### config.mk
export PLATFORM = sky130hd
export DESIGN_NAME = resp_command_tokenizer
export DESIGN_NICKNAME = d
export VERILOG_FILES = /design/src/rtl/rct_pkg.sv /design/src/rtl/rct_in_stage.sv /design/src/rtl/rct_parser.sv /design/src/rtl/rct_out_stage.sv /design/src/rtl/resp_command_tokenizer.sv
export SDC_FILE = /design/constraint.sdc
export NUM_CORES = 1
export LEC_CHECK = 0
export BUFFER_PORTS_ARGS = -buffer_cell sky130_fd_sc_hd__buf_4
export CORE_MARGIN = 2
export CORE_UTILIZATION = 58
export CTS_BUF_LIST = sky130_fd_sc_hd__clkbuf_4 sky130_fd_sc_hd__clkbuf_8
export DETAILED_ROUTE_END_ITERATION = 12
export HOLD_SLACK_MARGIN = 0.02
export PLACE_DENSITY = 0.81
export SETUP_SLACK_MARGIN = 0.15
export SLEW_MARGIN = 30
export SYNTH_ARGS = -nofsm -noshare
export SYNTH_HDL_FRONTEND = slang
export SYNTH_SLANG_ARGS = --single-unit
### constraint.sdc
create_clock -name clk -period 4.6 [get_ports clk]
set_input_delay 0.69 -clock clk [delete_from_list [all_inputs] [get_ports clk]]
set_output_delay 0.69 -clock clk [all_outputs]
set_load 0.01 [all_outputs]
### src/rtl/rct_pkg.sv
// Shared types and constants of the command tokenizer.
// No dependencies; imported by every module of the block but the checker.
package rct_pkg;

  localparam int DEFAULT_COUNT_WIDTH = 16;
  localparam int DEFAULT_LEN_WIDTH   = 32;

  localparam int BYTE_W     = 8;
  localparam int TOKNUM_W   = 16;
  localparam int STATUS_W   = 2;
  localparam int IN_DATA_W  = 8;
  localparam int OUT_DATA_W = 32;

  localparam logic [BYTE_W-1:0] CH_STAR   = 8'h2A;
  localparam logic [BYTE_W-1:0] CH_DOLLAR = 8'h24;
  localparam logic [BYTE_W-1:0] CH_CR     = 8'h0D;
  localparam logic [BYTE_W-1:0] CH_LF     = 8'h0A;
  localparam logic [BYTE_W-1:0] CH_SPACE  = 8'h20;
  localparam logic [BYTE_W-1:0] CH_TAB    = 8'h09;
  localparam logic [BYTE_W-1:0] CH_ZERO   = 8'h30;
  localparam logic [BYTE_W-1:0] CH_NINE   = 8'h39;

  localparam logic [STATUS_W-1:0] ST_OK        = 2'd0;
  localparam logic [STATUS_W-1:0] ST_TRUNCATED = 2'd1;
  localparam logic [STATUS_W-1:0] ST_MALFORMED = 2'd2;
  localparam logic [STATUS_W-1:0] ST_EMPTY     = 2'd3;

  typedef struct packed {
    logic [BYTE_W-1:0] data_byte;
    logic              message_end;
  } rct_item_t;

  typedef struct packed {
    logic                has_byte;
    logic [BYTE_W-1:0]   token_byte;
    logic [TOKNUM_W-1:0] token_number;
    logic                ends_token;
    logic                ends_message;
    logic [STATUS_W-1:0] status;
  } rct_result_t;

endpackage

### src/rtl/rct_in_stage.sv
// Input register of the tokenizer: holds one accepted byte until the parser takes it.
// Depends on rct_pkg.
module rct_in_stage (
  input  logic              clk,
  input  logic              rst,
  input  logic              in_valid,
  output logic              in_ready,
  input  rct_pkg::rct_item_t in_item,
  input  logic              take,
  output logic              hold_valid,
  output rct_pkg::rct_item_t hold_item
);
  import rct_pkg::*;

  assign in_ready = !hold_valid || take;

  always_ff @(posedge clk) begin
    if (rst) begin
      hold_valid <= 1'b0;
    end else if (in_ready) begin
      hold_valid <= in_valid;
    end
  end

  always_ff @(posedge clk) begin
    if (in_valid && in_ready) begin
      hold_item <= in_item;
    end
  end

endmodule

### src/rtl/rct_parser.sv
// Parse state and per-byte next-state logic of the tokenizer.
// Depends on rct_pkg; produces at most one result per byte.
module rct_parser #(
  parameter int COUNT_WIDTH = rct_pkg::DEFAULT_COUNT_WIDTH,
  parameter int LEN_WIDTH   = rct_pkg::DEFAULT_LEN_WIDTH
) (
  input  logic                 clk,
  input  logic                 rst,
  input  logic                 step,
  input  rct_pkg::rct_item_t   item,
  output logic                 res_valid,
  output rct_pkg::rct_result_t res
);
  import rct_pkg::*;

  localparam int ACC_W = (COUNT_WIDTH > LEN_WIDTH) ? COUNT_WIDTH : LEN_WIDTH;
  localparam int EXT_W = ACC_W + 4;

  localparam logic [3:0] PH_MODE   = 4'd0;
  localparam logic [3:0] PH_CNT0   = 4'd1;
  localparam logic [3:0] PH_CNT    = 4'd2;
  localparam logic [3:0] PH_CNTLF  = 4'd3;
  localparam logic [3:0] PH_ELEM   = 4'd4;
  localparam logic [3:0] PH_LEN0   = 4'd5;
  localparam logic [3:0] PH_LEN    = 4'd6;
  localparam logic [3:0] PH_LENLF  = 4'd7;
  localparam logic [3:0] PH_PAY    = 4'd8;
  localparam logic [3:0] PH_SKIP1  = 4'd9;
  localparam logic [3:0] PH_SKIP2  = 4'd10;
  localparam logic [3:0] PH_DONE   = 4'd11;
  localparam logic [3:0] PH_INLINE = 4'd12;

  localparam logic [EXT_W-1:0] COUNT_LIMIT = EXT_W'((EXT_W'(1) << COUNT_WIDTH) - EXT_W'(1));
  localparam logic [EXT_W-1:0] LEN_LIMIT   = EXT_W'((EXT_W'(1) << LEN_WIDTH) - EXT_W'(1));

  logic [3:0]             phase, phase_next;
  logic [COUNT_WIDTH-1:0] elements_left, elements_left_next;
  logic [LEN_WIDTH-1:0]   bytes_left, bytes_left_next;
  logic [ACC_W-1:0]       number_accum, number_accum_next;
  logic [TOKNUM_W-1:0]    token_count, token_count_next;
  logic                   inside_token, inside_token_next;
  logic                   parse_stopped, parse_stopped_next;

  logic [BYTE_W-1:0] b;
  logic              is_end, is_digit, is_space;
  logic [3:0]        work;
  logic [EXT_W-1:0]  times_ten;
  logic [EXT_W-1:0]  limit;
  logic [ACC_W-1:0]  accum_sat;
  logic              has, et, stop;
  logic [STATUS_W-1:0] status;

  assign b        = item.data_byte;
  assign is_end   = item.message_end;
  assign is_digit = (b >= CH_ZERO) && (b <= CH_NINE);
  assign is_space = (b == CH_SPACE) || ((b >= CH_TAB) && (b <= CH_CR));

  // acc * 10 + digit by shift and add, saturated at the field's width
  assign times_ten = (EXT_W'(number_accum) << 3) + (EXT_W'(number_accum) << 1)
                     + EXT_W'(b[3:0]);
  assign limit     = (phase == PH_CNT) ? COUNT_LIMIT : LEN_LIMIT;
  assign accum_sat = (times_ten > limit) ? limit[ACC_W-1:0] : times_ten[ACC_W-1:0];

  always_comb begin
    phase_next         = phase;
    elements_left_next = elements_left;
    bytes_left_next    = bytes_left;
    number_accum_next  = number_accum;
    inside_token_next  = inside_token;
    parse_stopped_next = parse_stopped;
    has  = 1'b0;
    et   = 1'b0;
    stop = 1'b0;
    // the first byte of a message that is not '*' is already inline text
    work = (phase == PH_MODE) ? PH_INLINE : phase;

    if ((phase == PH_MODE) && (b == CH_STAR)) begin
      phase_next        = PH_CNT0;
      number_accum_next = '0;
    end else begin
      // stay in whitespace mode for the rest of the message
      if (phase == PH_MODE) begin
        phase_next = PH_INLINE;
      end
      unique case (work)
        PH_INLINE: begin
          if (is_space) begin
            if (inside_token) begin
              et = 1'b1;
              inside_token_next = 1'b0;
            end
          end else begin
            has = 1'b1;
            inside_token_next = 1'b1;
          end
          if (is_end && inside_token_next) begin
            et = 1'b1;
            inside_token_next = 1'b0;
          end
        end
        PH_CNT0, PH_LEN0: begin
          if (is_digit) begin
            number_accum_next = ACC_W'(b[3:0]);
            phase_next = (work == PH_CNT0) ? PH_CNT : PH_LEN;
          end else begin
            stop = 1'b1;
          end
        end
        PH_CNT, PH_LEN: begin
          if (is_digit) begin
            number_accum_next = accum_sat;
          end else if (b == CH_CR) begin
            phase_next = (work == PH_CNT) ? PH_CNTLF : PH_LENLF;
          end else begin
            stop = 1'b1;
          end
        end
        PH_CNTLF: begin
          if (b == CH_LF) begin
            elements_left_next = number_accum[COUNT_WIDTH-1:0];
            phase_next = (number_accum[COUNT_WIDTH-1:0] != '0) ? PH_ELEM : PH_DONE;
          end else begin
            stop = 1'b1;
          end
        end
        PH_ELEM: begin
          if (b == CH_DOLLAR) begin
            elements_left_next = elements_left - COUNT_WIDTH'(1);
            number_accum_next  = '0;
            phase_next         = PH_LEN0;
          end else begin
            stop = 1'b1;
          end
        end
        PH_LENLF: begin
          if (b == CH_LF) begin
            if (number_accum[LEN_WIDTH-1:0] == '0) begin
              et = 1'b1;
              phase_next = PH_SKIP1;
            end else begin
              bytes_left_next   = number_accum[LEN_WIDTH-1:0];
              inside_token_next = 1'b1;
              phase_next        = PH_PAY;
            end
          end else begin
            stop = 1'b1;
          end
        end
        PH_PAY: begin
          has = 1'b1;
          bytes_left_next = bytes_left - LEN_WIDTH'(1);
          if (bytes_left == LEN_WIDTH'(1)) begin
            et = 1'b1;
            inside_token_next = 1'b0;
            phase_next = PH_SKIP1;
          end
        end
        PH_SKIP1: phase_next = PH_SKIP2;
        PH_SKIP2: phase_next = (elements_left != '0) ? PH_ELEM : PH_DONE;
        default: ;
      endcase
    end

    if (stop) begin
      parse_stopped_next = 1'b1;
      phase_next = PH_DONE;
    end

    token_count_next = et ? token_count + TOKNUM_W'(1) : token_count;

    status = ST_OK;
    if (is_end) begin
      priority if (parse_stopped_next ||
                   ((phase_next >= PH_CNT0) && (phase_next <= PH_CNTLF)) ||
                   ((phase_next >= PH_LEN0) && (phase_next <= PH_LENLF))) begin
        status = ST_MALFORMED;
      end else if (phase_next == PH_PAY) begin
        status = ST_TRUNCATED;
      end else if (token_count_next == '0) begin
        status = ST_EMPTY;
      end else begin
        status = ST_OK;
      end
    end
  end

  assign res_valid        = has || et || is_end;
  assign res.has_byte     = has;
  assign res.token_byte   = has ? b : '0;
  // with no token ended here the count is unchanged, so the old count serves every case
  assign res.token_number = token_count;
  assign res.ends_token   = et;
  assign res.ends_message = is_end;
  assign res.status       = status;

  always_ff @(posedge clk) begin
    if (rst || (step && is_end)) begin
      phase         <= PH_MODE;
      elements_left <= '0;
      bytes_left    <= '0;
      number_accum  <= '0;
      token_count   <= '0;
      inside_token  <= 1'b0;
      parse_stopped <= 1'b0;
    end else if (step) begin
      phase         <= phase_next;
      elements_left <= elements_left_next;
      bytes_left    <= bytes_left_next;
      number_accum  <= number_accum_next;
      token_count   <= token_count_next;
      inside_token  <= inside_token_next;
      parse_stopped <= parse_stopped_next;
    end
  end

endmodule

### src/rtl/rct_out_stage.sv
// Result register of the tokenizer: holds one result until the sink takes it.
// Depends on rct_pkg.
module rct_out_stage (
  input  logic                 clk,
  input  logic                 rst,
  input  logic                 load,
  input  rct_pkg::rct_result_t load_res,
  output logic                 free,
  output logic                 out_valid,
  input  logic                 out_ready,
  output rct_pkg::rct_result_t out_res
);
  import rct_pkg::*;

  assign free = !out_valid || out_ready;

  always_ff @(posedge clk) begin
    if (rst) begin
      out_valid <= 1'b0;
    end else if (load) begin
      out_valid <= 1'b1;
    end else if (out_ready) begin
      out_valid <= 1'b0;
    end
  end

  always_ff @(posedge clk) begin
    if (load) begin
      out_res <= load_res;
    end
  end

endmodule

### src/rtl/resp_command_tokenizer.sv
// Top level of the command tokenizer: input register, parser, result register.
// Depends on rct_pkg, rct_in_stage, rct_parser and rct_out_stage.
//
// Usage:
//  - Feed the command message one byte per transfer on s_axis; s_axis_tlast marks
//    the message's last byte. A message opening with '*' is parsed as an array of
//    length-prefixed strings, any other message is split at whitespace.
//  - Each byte yields zero or one result transfer on m_axis: a payload byte
//    (m_axis_tuser high), a token end, and always one result for the last byte,
//    flagged by m_axis_tlast and carrying the message status.
//  - A byte is held in the input register, then its parse result is loaded into
//    the result register, from which it is offered on m_axis.
//  - Throughput: one byte per cycle while the sink does not stall, set by the parse
//    step between the two registers; bytes that give no result still pass through it.
//  - When the sink stalls, hold the result; the input register keeps one more
//    byte and s_axis_tready drops until the result register frees.
//  - Reset (rst, synchronous) empties both registers and returns the parser to
//    the start of a message; the last byte of a message also returns the parser there.
module resp_command_tokenizer #(
  parameter int COUNT_WIDTH = rct_pkg::DEFAULT_COUNT_WIDTH,
  parameter int LEN_WIDTH   = rct_pkg::DEFAULT_LEN_WIDTH
) (
  input  logic                            clk,
  input  logic                            rst,
  input  logic                            s_axis_tvalid,
  output logic                            s_axis_tready,
  input  logic [rct_pkg::IN_DATA_W-1:0]   s_axis_tdata,  // [7:0] data_byte
  input  logic                            s_axis_tlast,  // message_end
  output logic                            m_axis_tvalid,
  input  logic                            m_axis_tready,
  // [7:0] token_byte, [23:8] token_number, [24] ends_token, [26:25] status, zeros above
  output logic [rct_pkg::OUT_DATA_W-1:0]  m_axis_tdata,
  output logic                            m_axis_tlast,  // ends_message
  output logic                            m_axis_tuser   // has_byte
);
  import rct_pkg::*;

  rct_item_t   in_item;
  rct_item_t   hold_item;
  logic        hold_valid;
  logic        fire;
  logic        out_free;
  logic        res_valid;
  rct_result_t res;
  rct_result_t out_res;

  assign in_item.data_byte   = s_axis_tdata;
  assign in_item.message_end = s_axis_tlast;

  // advance the held byte whenever the result register can take its result
  assign fire = hold_valid && out_free;

  rct_in_stage u_in (
    .clk        (clk),
    .rst        (rst),
    .in_valid   (s_axis_tvalid),
    .in_ready   (s_axis_tready),
    .in_item    (in_item),
    .take       (fire),
    .hold_valid (hold_valid),
    .hold_item  (hold_item)
  );

  rct_parser #(
    .COUNT_WIDTH (COUNT_WIDTH),
    .LEN_WIDTH   (LEN_WIDTH)
  ) u_parser (
    .clk       (clk),
    .rst       (rst),
    .step      (fire),
    .item      (hold_item),
    .res_valid (res_valid),
    .res       (res)
  );

  rct_out_stage u_out (
    .clk       (clk),
    .rst       (rst),
    .load      (fire && res_valid),
    .load_res  (res),
    .free      (out_free),
    .out_valid (m_axis_tvalid),
    .out_ready (m_axis_tready),
    .out_res   (out_res)
  );

  assign m_axis_tdata = {5'b0, out_res.status, out_res.ends_token,
                         out_res.token_number, out_res.token_byte};
  assign m_axis_tlast = out_res.ends_message;
  assign m_axis_tuser = out_res.has_byte;

endmodule

Word level (Yosys, flattened, before mapping):

Index checks and enable logic that the tools add are counted.

* bits of input ports: 13
* word-level logic and storage cells: 160
* memories: 0
* output and inout bits: 36
* memory bits (writable): 0
* bits in latches: 0
* bits in read-only memories: 0
* flip-flop bits (word level): 142

* order comparisons: 9
* add/subtract/negate cells: 5
* divide/modulo/power cells: 0
* multipliers: 0
* shifts and indexed selects: 0
* reduce and logical (&&, ||, !) cells: 38
* bitwise operators: 2
* mux-type cells: 61
* equal/unequal tests: 27

Operators with widths (count)
* $mux 32: 8
* $pmux 32 s3: 1
* $pmux 32 s2: 1
* $mux 16: 3
* $mux 4: 12
* $add 35x33->36: 1
* $add 36x4->36: 1
* $gt 36x36->1: 1
* $eq 32x1->1 const B: 1
* $logic_not 32->1: 1
* $pmux 16 s2: 1
* $pmux 4 s8: 1
* $reduce_bool 16->1: 2
* $sub 32x1->32 const B: 1
* $mux 1: 25
* $eq 8x6->1 const B: 3
* $eq 4x4->1 const B: 5
* $add 16x1->16 const B: 1
* $eq 4x3->1 const B: 4
* $eq 8x4->1 const B: 2
* $logic_not 16->1: 1
* $sub 16x1->16 const B: 1
* $reduce_and 5->1: 3
* $eq 4x2->1 const B: 3
* 27 further kinds: 59

Longest topological paths before layout:

Gate-level depths: netlist of run 1.

* depth after elaboration: 15
* gate-level depth with buffers: 23
* depth with buffers taken out: 21

Hierarchy:

A second synthesis of run 1 with hierarchy kept.

* cells, all modules: 1242
* area total of the unflattened synthesis: 10187.3 µm²

Modules (own cells, without submodules)
* rct_parser: sequential area each 2042.0 µm², times used 1, area each 8891.0 µm², cells each 1187
* rct_out_stage: sequential area each 890.9 µm², times used 1, area each 917.1 µm², cells each 33
* rct_in_stage: sequential area each 290.3 µm², times used 1, area each 325.3 µm², cells each 14
* resp_command_tokenizer: sequential area each 0.0 µm², times used 1, area each 53.8 µm², cells each 8

Worst setup path after synthesis of run 1:

OpenSTA, ideal clock, no wires.

* path type: register -> register
* start: register u_in.hold_item[4] (netlist name)
* end: register u_parser.number_accum[24]
* buffers on the path: 1
* library setup time: 0.122 ns
* cell stages (with the launch flop): 21
* clock period less this slack: 4.727 ns
* required time: 4.478 ns
* slack: -0.127 ns
* data arrival time: 4.605 ns
* cell sequence: edfxtp_1 -> fa_1 -> fa_1 -> a21o_1 -> a221oi_2 -> o211ai_1 -> a31oi_1 -> o21ai_0 -> a21bo_2 -> xor2_1 -> ha_1 -> a21o_1 -> a21oi_1 -> nor2b_1 -> o221ai_1 -> a21oi_1 -> a41o_1 -> o2111a_1 -> a21oi_2 -> buf_2 -> a221o_1

* word-level cells in the longest chain between the ends: 6
* elaborated cells between the ends (all ways): 17
* classes of those cells: 1 x add/sub; 3 x order compare; 5 x eq/ne; 4 x mux; 4 x reduce/logical

RTL lines
* $add 36x4->36: line rct_parser.sv:60 `+ EXT_W'(b[3:0]);`
* $gt 36x36->1: line rct_parser.sv:62 `assign accum_sat = (times_ten > limit) ? limit[ACC_W-1:0] : times_ten[ACC_W-1:0];`
* $mux 32: line rct_parser.sv:62
* $mux 32: line rct_parser.sv:110 `if (is_digit) begin`
* $pmux 32 s3: line rct_parser.sv:85 `unique case (work)`
* $mux 32: line rct_parser.sv:77 `if ((phase == PH_MODE) && (b == CH_STAR)) begin`
* to (signal assigned): line rct_parser.sv:209 `number_accum <= number_accum_next;`
* to (decl): line rct_parser.sv:39 `logic [ACC_W-1:0] number_accum, number_accum_next;`

Several ways; a longest one is shown, not always the timed one. The select of a mux whose other input is x is not followed.
A chain may end at the register's enable or synchronous reset.

Final worst setup path of run 1:

* start: register u_in.hold_item[4] (netlist name)
* end: register u_parser.number_accum[2]

* word-level cells in the longest chain between the ends: 6
* elaborated cells between the ends (all ways): 17
* classes of those cells: 1 x add/sub; 3 x order compare; 5 x eq/ne; 4 x mux; 4 x reduce/logical

RTL lines (line)
* $add 36x4->36: rct_parser.sv:60
* $gt 36x36->1: rct_parser.sv:62
* $mux 32: rct_parser.sv:62
* $mux 32: rct_parser.sv:110
* $pmux 32 s3: rct_parser.sv:85
* $mux 32: rct_parser.sv:77

Several ways; a longest one is shown, not always the timed one. The select of a mux whose other input is x is not followed.

==> summary.txt, run 1 <==
CTS
  • CTS tree: done
  • Clock transition at the registers of the reported paths: 0.09 ns
  • Root buffer cell: clkbuf_8
  • Clock net sink count: 142
  • CTS Buf Count: 17
  • Hold buffer count at CTS: 0
  • Worst-skew pair later-pin latency: 0.48 ns
  • Maximum buffer depth of the clock tree: 2
  • H-tree depth: 4

GRT
  • Initial antenna violation count: 0
  • Remaining global-route overflow: 0
  • First-pass GRT wire length: 49,200 µm
  • Total GRT Usage: 32.8%
  • Vias in the first global route: 9,992
  • Largest net degree at the start of global routing: 67

STA
  • Skew final: 0.0139 ns
  • Slew margin rel.: 43.0%
  • Max Slew Vio Count: 0
  • Post-layout minimum cycle time: 5.01 ns
  • Setup-failing EPs final: 32
  • Final Cycle Share: 109%
  • Worst-Margin Slew: 0.855 ns
  • RSZ-0062 raised after global routing: yes
  • Final setup margin: -0.413 ns
  • Max Fclk: 0.199 GHz
  • WHS: 0.376 ns
  • Final hold violation count: 0

Routing
  • Detailed Route Iter0 Violations: 989
  • DRT Pass-1 Iters: 6
  • Vias: 10,600
  • Drt total wl: 30,100 µm
  • DRC viols: 0
  • DR WL/cell: 18.7 µm
  • Detail Route Antenna Nets: 0
  • Vias per cell: 6.55

Logic synthesis
  • Commonest register cell after synthesis: dfxtp_1
  • Synth cell count leaders: nor2_1, nand2_1, dfxtp_1
  • Synth cell types: 89
  • Syn Area/Cell: 8.20 µm²
  • Flops & latches, synth: 142
  • Post-synth EDFFs: 38
  • Post-synthesis cell area: 0.0103 mm²
  • Count leader, synth: nor2_1
  • YS warnings: 0
  • Async SR Flop Fraction: 0%
  • Dominant cell type by area after synthesis: dfxtp_1
  • Synth top area cells: dfxtp_1, edfxtp_1, ha_1, nor2_1, a21oi_1
  • Seq/Total Area, Yosys: 31.4%
  • Mapped Cells: 1,250
  • Synth top area share: 20.3%

Job
  • Max cap viols: 0

Pwr
  • Leak pwr: 5.21 nW
  • Final Power: 2.75 mW
  • VDD IR max: 0.199 mV
  • Power per cell area: 227 mW/mm²

Layout
  • Final nets: 1,475
  • Area growth syn-to-layout: 18.1%
  • Final Util: 70.0%
  • Share of post-route cells with drive strength above 1: 19.2%
  • Antenna Cells: 0

Die
  • Initial core utilization: 59.3%
  • CORE AREA: 0.0173 mm²
  • Die Span Y: 137 µm
  • Row cnt: 48
  • IO Pins: 49
  • Die area: 0.0188 mm²
  • DIE WIDTH: 137 µm

Outcome
  • Outcome: finished, violations left
  • Failing checks: setup timing

Critical path
  • WS Path Type: flop to flop
  • Critical path required time: 4.97 ns
  • Crit path max fanout: 5
  • CP endpoint kind: flop
  • WP data arrival: 5.38 ns
  • Startpoint Class: flop

Min path
  • Tightest Hold Check Type: input port to flop

Placed design
  • Placement Setup Slack: -0.493 ns
  • GPL Wtd Cong: 0.971
  • Port buffer count: 43
  • Dpl hpwl: 21,700 µm
-- path summary, 6_finish.rpt --
check,depth (start not counted),slack [ns],endpoint,startpoint
max,20,-0.41,u_parser.number_accum[2]$_SDFFE_PP0P_,u_in.hold_item[4]$_DFFE_PP_
min,1,0.38,u_in.hold_item[6]$_DFFE_PP_,s_axis_tdata[5]
min reg2reg,2,0.47,u_parser.parse_stopped$_SDFFE_PP0P_,u_parser.parse_stopped$_SDFFE_PP0P_
max reg2reg,20,-0.41,u_parser.number_accum[2]$_SDFFE_PP0P_,u_in.hold_item[4]$_DFFE_PP_
-- registers in the layout (all words and copies together) (netlist names) --
name                    cells
u_parser.token_count       16
u_out.out_res              29
u_parser.inside_token       1
u_out.out_valid             1
u_parser.phase              4
u_parser.bytes_left        32
u_in.hold_valid             1
u_parser.number_accum      32
u_parser.elements_left     16
u_in.hold_item              9
u_parser.parse_stopped      1
-- timing repair --
action / CTS / global route
setup endpoints to repair: 32 / 32
endpoints found under the hold margin: 0 / 0
setup buffers: 14 / 1
pin swaps: 1 / 11
resized for setup: 12 / 13
gates cloned: 0 / 1
-- cell families (layout without fill, tap and decap cells) --
logic type	after synthesis	after routing	synth area share [%]
adder cells (fa/ha/maj)	86	86	10.6
multiplexers	7	7	0.695
AND/OR/NAND/NOR	495	495	24.3
AO/OA/AOI/OAI	374	374	24.7
other	1	5	0.0366
XOR/XNOR	45	45	3.84
flip-flops	142	142	31.4
buffers and inverters	100	236	4.37
-- final cells by class --
class	instances	area (µm²)
Multi-Input combinational cell	1012	6770
Fill cell	1390	5180
Sequential cell	142	3220
Timing Repair Buffer	179	1350
Tap cell	225	282
Clock buffer	17	234
Clock inverter	15	166
Inverter	25	93.8
-- critical path, cell delays in order, from the launching register on --
cell and delay (ns):
edfxtp_1 0.41, fa_1 0.50, ha_1 0.32, and3_4 0.16
o211ai_1 0.29, a211oi_2 0.15, or2_1 0.24, a41o_1 0.26
o41ai_2 0.27, xnor2_1 0.15, ha_1 0.32, and3_4 0.20
nand3_4 0.09, nor3_4 0.21, nand3_1 0.11, nor4_2 0.17
a41o_1 0.21, o2111a_2 0.32, buf_2 0.21, a31oi_1 0.10
o21a_1 0.20
-- routing by layer --
layer	part of all wire (%)	up-vias	GRT usage (%)
met5	0	-	0
met4	3.9	0	15.2
met3	7.7	116	5.52
met2	47	530	54.4
met1	42	4943	41.7
li1	-	4996	-
-- layout by cell type, fill, tap and decap left out, drive strengths merged, types with 6 or more instances in the layout --
cell type	n
a211oi	25
a21o	23
a21oi	102
a221o	20
a22o	9
a22oi	16
a31oi	6
and2	19
and3	11
buf	179
clkbuf	17
dfxtp	104
edfxtp	38
ha	83
inv	36
mux2i	6
nand2	107
nand2b	10
nand3	42
nand4	34
nor2	140
nor2b	6
nor3	44
nor3b	7
nor4	31
o2111ai	7
o211ai	7
o21a	7
o21ai	84
o32ai	7
o41ai	6
or2	10
or3	9
or4	8
xnor2	24
xor2	21
-- power breakdown --
part	total, mW	switching (mW)	internal, mW
Sequential	1.34	0.0202	1.32
Clock	1.03	0.570	0.458
Combinational	0.392	0.256	0.136
-- through the flow --
stage	cell area (µm²)	setup TNS, ns	instances
3_3_place_gp	11500	-6.98	1566
4_1_cts	12000	-6.76	1613
3_5_place_dp	11500	-12.38	1567
2_1_floorplan	10300	0	1254
6_report	12100	-12.04	1615
5_1_grt	12100	-17.50	1615
Note: power is estimated with default switching activity, not from simulation.
==> run 2, diff against run 1 <==
SKIP_LAST_GASP = 1   (was not set)
==> summary.txt, run 2 (synthesis results as in run 1) <==
GRT
  • Remaining global-route overflow: 0
  • Initial antenna violation count: 0
  • Largest net degree at the start of global routing: 67
  • Total GRT Usage: 32.8%
  • First-pass GRT wire length: 49,200 µm
  • Vias in the first global route: 9,982

STA
  • Slew margin rel.: 43.0%
  • Final Cycle Share: 110%
  • Worst-Margin Slew: 0.855 ns
  • Max Fclk: 0.198 GHz
  • Final hold violation count: 0
  • Skew final: 0.0135 ns
  • Post-layout minimum cycle time: 5.04 ns
  • RSZ-0062 raised after global routing: yes
  • Final setup TNS: -12.97 ns
  • Setup-failing EPs final: 32
  • Max Slew Vio Count: 0
  • Final setup margin: -0.440 ns

Critical path
  • Length in cells of the worst reg-to-reg path: 20
  • CP max stage cell: fa_1
  • Reg2reg setup slack: -0.44 ns
  • Most used cell, CP: and3_4
  • Crit path max fanout: 16
  • WP data arrival: 5.40 ns
  • CP startpoint: u_in.hold_item[4]$_DFFE_PP_
  • CP Cell Sequence: fa_1 > ha_1 > and3_4 > o211ai_1 > a211oi_2 > or2_1 > a41o_1 > o41ai_2 > xnor2_1 > ha_1 > and3_4 > nand3_4 > buf_4 > buf_4 > o221ai_2 > a21oi_2 > a41o_1 > o2111a_2 > and3_4 > a221o_1
  • RR Endpoint: u_parser.number_accum[27]$_SDFFE_PP0P_
  • Reg2reg start: u_in.hold_item[4]$_DFFE_PP_
  • Max stage delay on crit path: 0.50 ns
  • CP endpoint kind: flop
  • Startpoint Class: flop
  • Critical path required time: 4.96 ns
  • WS Path Type: flop to flop

Pwr
  • Internal cell power: 1.91 mW
  • Clock power share: 37.3%
  • Final Power: 2.75 mW
  • Comb pwr share: 14.2%
  • Leak pwr: 5.23 nW
  • Power per cell area: 227 mW/mm²
  • Switching pwr: 845 µW
  • VDD IR max: 0.199 mV
  • Share of power burned in registers: 48.5%
  • Net Sw Frac: 30.7%

Min path
  • Hold EP: u_in.hold_item[6]$_DFFE_PP_
  • Hold path start: s_axis_tdata[5]
  • Tightest Hold Check Type: input port to flop
  • Hold Path Depth: 1

Placed design
  • GPL Wtd Cong: 0.971
  • Dpl hpwl: 21,700 µm
  • Placement Setup Slack: -0.493 ns
  • Port buffer count: 43

Job
  • Max cap viols: 0

Die
  • Initial core utilization: 59.3%
  • IO Pins: 49
  • Row cnt: 48
  • Die Span Y: 137 µm
  • Die area: 0.0188 mm²
  • DIE WIDTH: 137 µm
  • CORE AREA: 0.0173 mm²

Layout
  • Fill cell count: 1,386
  • Area growth syn-to-layout: 18.3%
  • Largest regs: u_parser.bytes_left x32, u_parser.number_accum x32, u_out.out_res x29
  • Share of post-route cells with drive strength above 1: 19.4%
  • Multi-input gate area: 0.00679 mm²
  • Most frequent cells in the layout: buf_4, nor2_1, nand2_1, dfxtp_1, a21oi_1
  • Final nets: 1,475
  • Reg area: 0.00322 mm²
  • Commonest non-fill, non-tap cell in the layout: buf_4
  • Antenna Cells: 0

Routing
  • Detail Route Antenna Nets: 0
  • Drt total wl: 30,500 µm
  • Detailed Route Iter0 Violations: 911
  • Routed met1 length: 12,500 µm
  • DR WL met2: 14,300 µm
  • Vias: 10,700
  • DR top layer: met4
  • DRC viols: 0
  • DRT Pass-1 Iters: 7
  • DR WL/cell: 18.9 µm
  • Vias per cell: 6.63
  • Met3 Wirelength: 2550 µm

CTS
  • Clock transition at the registers of the reported paths: 0.09 ns
  • H-tree depth: 4
  • Clock net sink count: 142
  • CTS Buf Count: 17
  • Maximum buffer depth of the clock tree: 2
  • Root buffer cell: clkbuf_8
  • CTS tree: done
  • Hold buffer count at CTS: 0
  • Worst-skew pair later-pin latency: 0.48 ns

Outcome
  • Outcome: finished, violations left
  • Failing checks: setup timing
## run 2: metal layers
| layer | up-vias | track usage [%] |
|---|---|---|
| met2 | 588 | 54.3 |
| met5 | - | 0 |
| met1 | 5001 | 41.7 |
| met4 | 0 | 15.2 |
| li1 | 5004 | - |
| met3 | 111 | 5.52 |
## run 2: how the worst max path moves through the flow
stage | end | slack (ns) | cells after the start
after floorplan | u_parser.number_accum[24]$_SDFFE_PP0P_ | 0.07 | 21
after global placement | u_parser.number_accum[31]$_SDFFE_PP0P_ | -0.30 | 20
after detailed placement | u_parser.number_accum[30]$_SDFFE_PP0P_ | -0.49 | 19
after CTS | u_parser.number_accum[2]$_SDFFE_PP0P_ | -0.26 | 20
after global routing | u_parser.number_accum[14]$_SDFFE_PP0P_ | -0.64 | 21
final | u_parser.number_accum[27]$_SDFFE_PP0P_ | -0.44 | 20
## run 2: cell type report
type | instances | share of cell area, %
multi-input combinational | 1012 | 55.9
sequential | 142 | 26.6
timing repair buffer | 179 | 11.1
tap | 225 | 2.32
clock buffer | 17 | 1.93
clock inverter | 15 | 1.37
inverter | 25 | 0.773
## run 2: critical path: cells and delay by family (launching register included)
family / cells / cell delay, ns
compound gates: 9 / 2.00
xor+xnor: 1 / 0.15
simple gates: 5 / 0.96
flops: 1 / 0.40
fa+ha+maj: 3 / 1.14
buf+inv: 2 / 0.26
## run 2: repair_timing
action | CTS | global route
setup endpoints to repair | 32 | 32
buffers inserted | 14 | 1
gates resized for setup | 11 | 18
pin swaps | 1 | 16
cloned | 0 | 1
## run 2: power groups by stage
stage	logic [mW]	registers, mW	clock network, mW
after floorplan	0.266	1.37	0
after global placement	0.368	1.36	0
after detailed placement	0.378	1.36	0
after CTS	0.383	1.34	1.04
after global routing	0.431	1.34	1.09
final	0.392	1.34	1.03
## run 2: through the flow
stage	util [%]	cell area (µm²)	instances	hold slack (ns)
after floorplan	-	10300	1254	0.406
after global placement	66.3	11500	1566	0.443
after global routing	70.2	12100	1615	0.369
after detailed placement	66.4	11500	1567	0.453
final	70.2	12100	1615	0.375
after CTS	69.6	12000	1613	0.362
==> run 3, diff against run 2 <==
ABC_AREA = 1   (was not set)
CORE_UTILIZATION = 59   (was 58)
PLACE_DENSITY = 0.82   (was 0.81)
==> summary.txt, run 3 <==
Outcome
  • Outcome: finished, violations left
  • Failing checks: setup timing

Layout
  • Finished Layout Cells: 1,963
  • Most frequent cells in the layout: nand2_1, nor2_1, inv_1, a21oi_1, o21ai_0
  • Commonest non-fill, non-tap cell in the layout: nand2_1
  • Reg area: 0.00325 mm²
  • Antenna Cells: 0
  • Share of post-route cells with drive strength above 1: 13.7%
  • Fill cell count: 1,571
  • Multi-input gate area: 0.00697 mm²
  • Final nets: 1,819
  • Area growth syn-to-layout: 14.6%
  • Largest regs: u_parser.bytes_left x32, u_parser.number_accum x32, u_out.out_res x29

Pwr
  • Power per cell area: 239 mW/mm²
  • Final Power: 2.97 mW
  • Leak pwr: 6.19 nW
  • VDD IR max: 0.344 mV

Placed design
  • Dpl cells: 1,915
  • Dpl hpwl: 22,200 µm
  • Port buffer count: 43
  • GPL Wtd Cong: 0.953

Logic synthesis
  • Synth cell count leaders: nand2_1, nor2_1, inv_1
  • Flops & latches, synth: 142
  • YS warnings: 0
  • Synth cell types: 54
  • Seq/Total Area, Yosys: 29.7%
  • Count leader, synth: nand2_1
  • Post-synth EDFFs: 38
  • Commonest register cell after synthesis: dfxtp_1
  • Dominant cell type by area after synthesis: dfxtp_1
  • Synth top area cells: dfxtp_1, nand2_1, edfxtp_1, ha_1, nor2_1
  • Synth top area share: 19.2%
  • Post-synthesis cell area: 0.0108 mm²
  • Mapped Cells: 1,654
  • Syn Area/Cell: 6.56 µm²
  • Async SR Flop Fraction: 0%

GRT
  • Largest net degree at the start of global routing: 73
  • Vias in the first global route: 9,815
  • Remaining global-route overflow: 0
  • Total GRT Usage: 29.7%
  • First-pass GRT wire length: 47,700 µm
  • Initial antenna violation count: 0

Min path
  • Tightest Hold Check Type: input port to flop

Critical path
  • Startpoint Class: flop
  • CP max stage cell: fa_2
  • Max stage delay on crit path: 0.52 ns
  • Critical path required time: 5.00 ns
  • Crit path max fanout: 8
  • Most used cell, CP: nand2_4
  • CP endpoint kind: flop
  • WS Path Type: flop to flop
  • WP data arrival: 5.01 ns

Die
  • IO Pins: 49
  • Die Span Y: 140 µm
  • Die area: 0.0195 mm²
  • CORE AREA: 0.0180 mm²
  • DIE WIDTH: 140 µm
  • Initial core utilization: 60.2%
  • Row cnt: 49

CTS
  • Worst-skew pair later-pin latency: 0.47 ns
  • H-tree depth: 4
  • CTS tree: done
  • Maximum buffer depth of the clock tree: 2
  • Root buffer cell: clkbuf_8
  • Hold buffer count at CTS: 0
  • Clock transition at the registers of the reported paths: 0.09 ns
  • CTS Buf Count: 17
  • Clock net sink count: 142

STA
  • RSZ-0062 raised after global routing: yes
  • Slew margin rel.: 37.1%
  • Final Cycle Share: 100%
  • Worst-Margin Slew: 0.943 ns
  • Max Fclk: 0.217 GHz
  • Setup-failing EPs final: 2
  • Final hold violation count: 0
  • Skew final: 0.0142 ns
  • Max Slew Vio Count: 0
  • Post-layout minimum cycle time: 4.61 ns
  • Final setup margin: -0.0142 ns

Routing
  • Vias: 11,100
  • Detail Route Antenna Nets: 0
  • Detailed Route Iter0 Violations: 1,041
  • DR WL/cell: 15.5 µm
  • DRT Pass-1 Iters: 6
  • DRC viols: 0
  • Drt total wl: 30,400 µm
  • Vias per cell: 5.64

Job
  • Max cap viols: 0
run 3: changes by cell type in the layout (fill, tap and decap cells not counted), moves of 14 or more:
cell	delta
a31oi_1	+17
a221o_1	-20
a211oi_1	-19
nand2_2	+22
xor2_1	+18
buf_4	-89
a21o_1	-20
inv_1	+173
and2_1	-17
a22oi_1	-14
nor4_1	-24
nor2_1	+64
nand3_1	+42
nand2_1	+327
run 3: final timing paths:
path / start / end / slack, ns / cells past startpoint
worst max-delay path: u_in.hold_item[4]$_DFFE_PP_ / u_parser.number_accum[20]$_SDFFE_PP0P_ / -0.01 / 28
worst min-delay path: rst / u_in.hold_valid$_SDFFE_PP0N_ / 0.39 / 2
worst max register to register: u_in.hold_item[4]$_DFFE_PP_ / u_parser.number_accum[20]$_SDFFE_PP0P_ / -0.01 / 28
worst min register to register: u_parser.bytes_left[30]$_SDFFE_PP0P_ / u_parser.bytes_left[30]$_SDFFE_PP0P_ / 0.47 / 2
run 3: logic make-up after synthesis:
kind of cell / Yosys count / share of synthesized area [%]
AO/OA/AOI/OAI: 274 / 14.1
AND/OR/NAND/NOR: 836 / 32.2
buffers and inverters: 258 / 9.33
adder cells (fa/ha/maj): 85 / 9.94
XOR/XNOR: 58 / 4.68
other: 1 / 0.0346
flip-flops: 142 / 29.7
run 3: timing repair:
| item | 4_1_cts | 5_1_grt |
|---|---|---|
| resized for setup | 8 | 85 |
| setup buffers | 0 | 14 |
| cloned | 0 | 1 |
| endpoints found under the setup margin | 31 | 32 |
| pin swaps | 1 | 32 |
run 3: final cells by class:
class | count | share of cell area (%)
multi-input cells | 1258 | 56.1
flip-flops and latches | 142 | 26.2
inverters | 211 | 6.40
repair buffers | 91 | 5.78
well taps | 229 | 2.31
clock buffers | 17 | 1.88
clock inverters | 15 | 1.36
run 3: power by group:
| group | internal (mW) | leakage [nW] | switching [mW] |
|---|---|---|---|
| Combinational | 0.197 | 4.79 | 0.373 |
| Clock | 0.453 | 0.194 | 0.575 |
| Sequential | 1.33 | 1.21 | 0.0380 |
| Total | 1.98 | 6.19 | 0.986 |
run 3: stage by stage:
stage	TNS, ns	cell area, µm²	hold slack [ns]	util (%)	setup WS [ns]
floorplan	0	10900	0.443	-	0.430
global placement	0	11500	0.452	64.0	0.138
detailed placement	-0.177	11500	0.459	64.0	-0.0340
CTS	0	12000	0.371	66.4	0.162
global route	-2.87	12400	0.381	68.9	-0.178
finish	-0.0185	12400	0.394	68.9	-0.0142
run 3: routing by layer:
layer  share of wire [%]  GRT usage, %  up-vias  routed length (µm)
met3                 7.5          4.61       74                2270
li1                    -             -     5523                   -
met4                 2.4          8.74        0                 740
met2                  46          47.3      431               13900
met1                  44          41.8     5053               13400
met5                   0             0        -                   0
run 3: critical path, delay by kind of cell (launching register included):
family | cells | cell delay, ns
AOI/OAI and AO/OA | 4 | 0.68
adders and majority gates | 3 | 1.19
buffers and inverters | 2 | 0.30
DFF | 1 | 0.44
and+or+nand+nor | 18 | 1.73
xor gates and xnor gates | 1 | 0.22
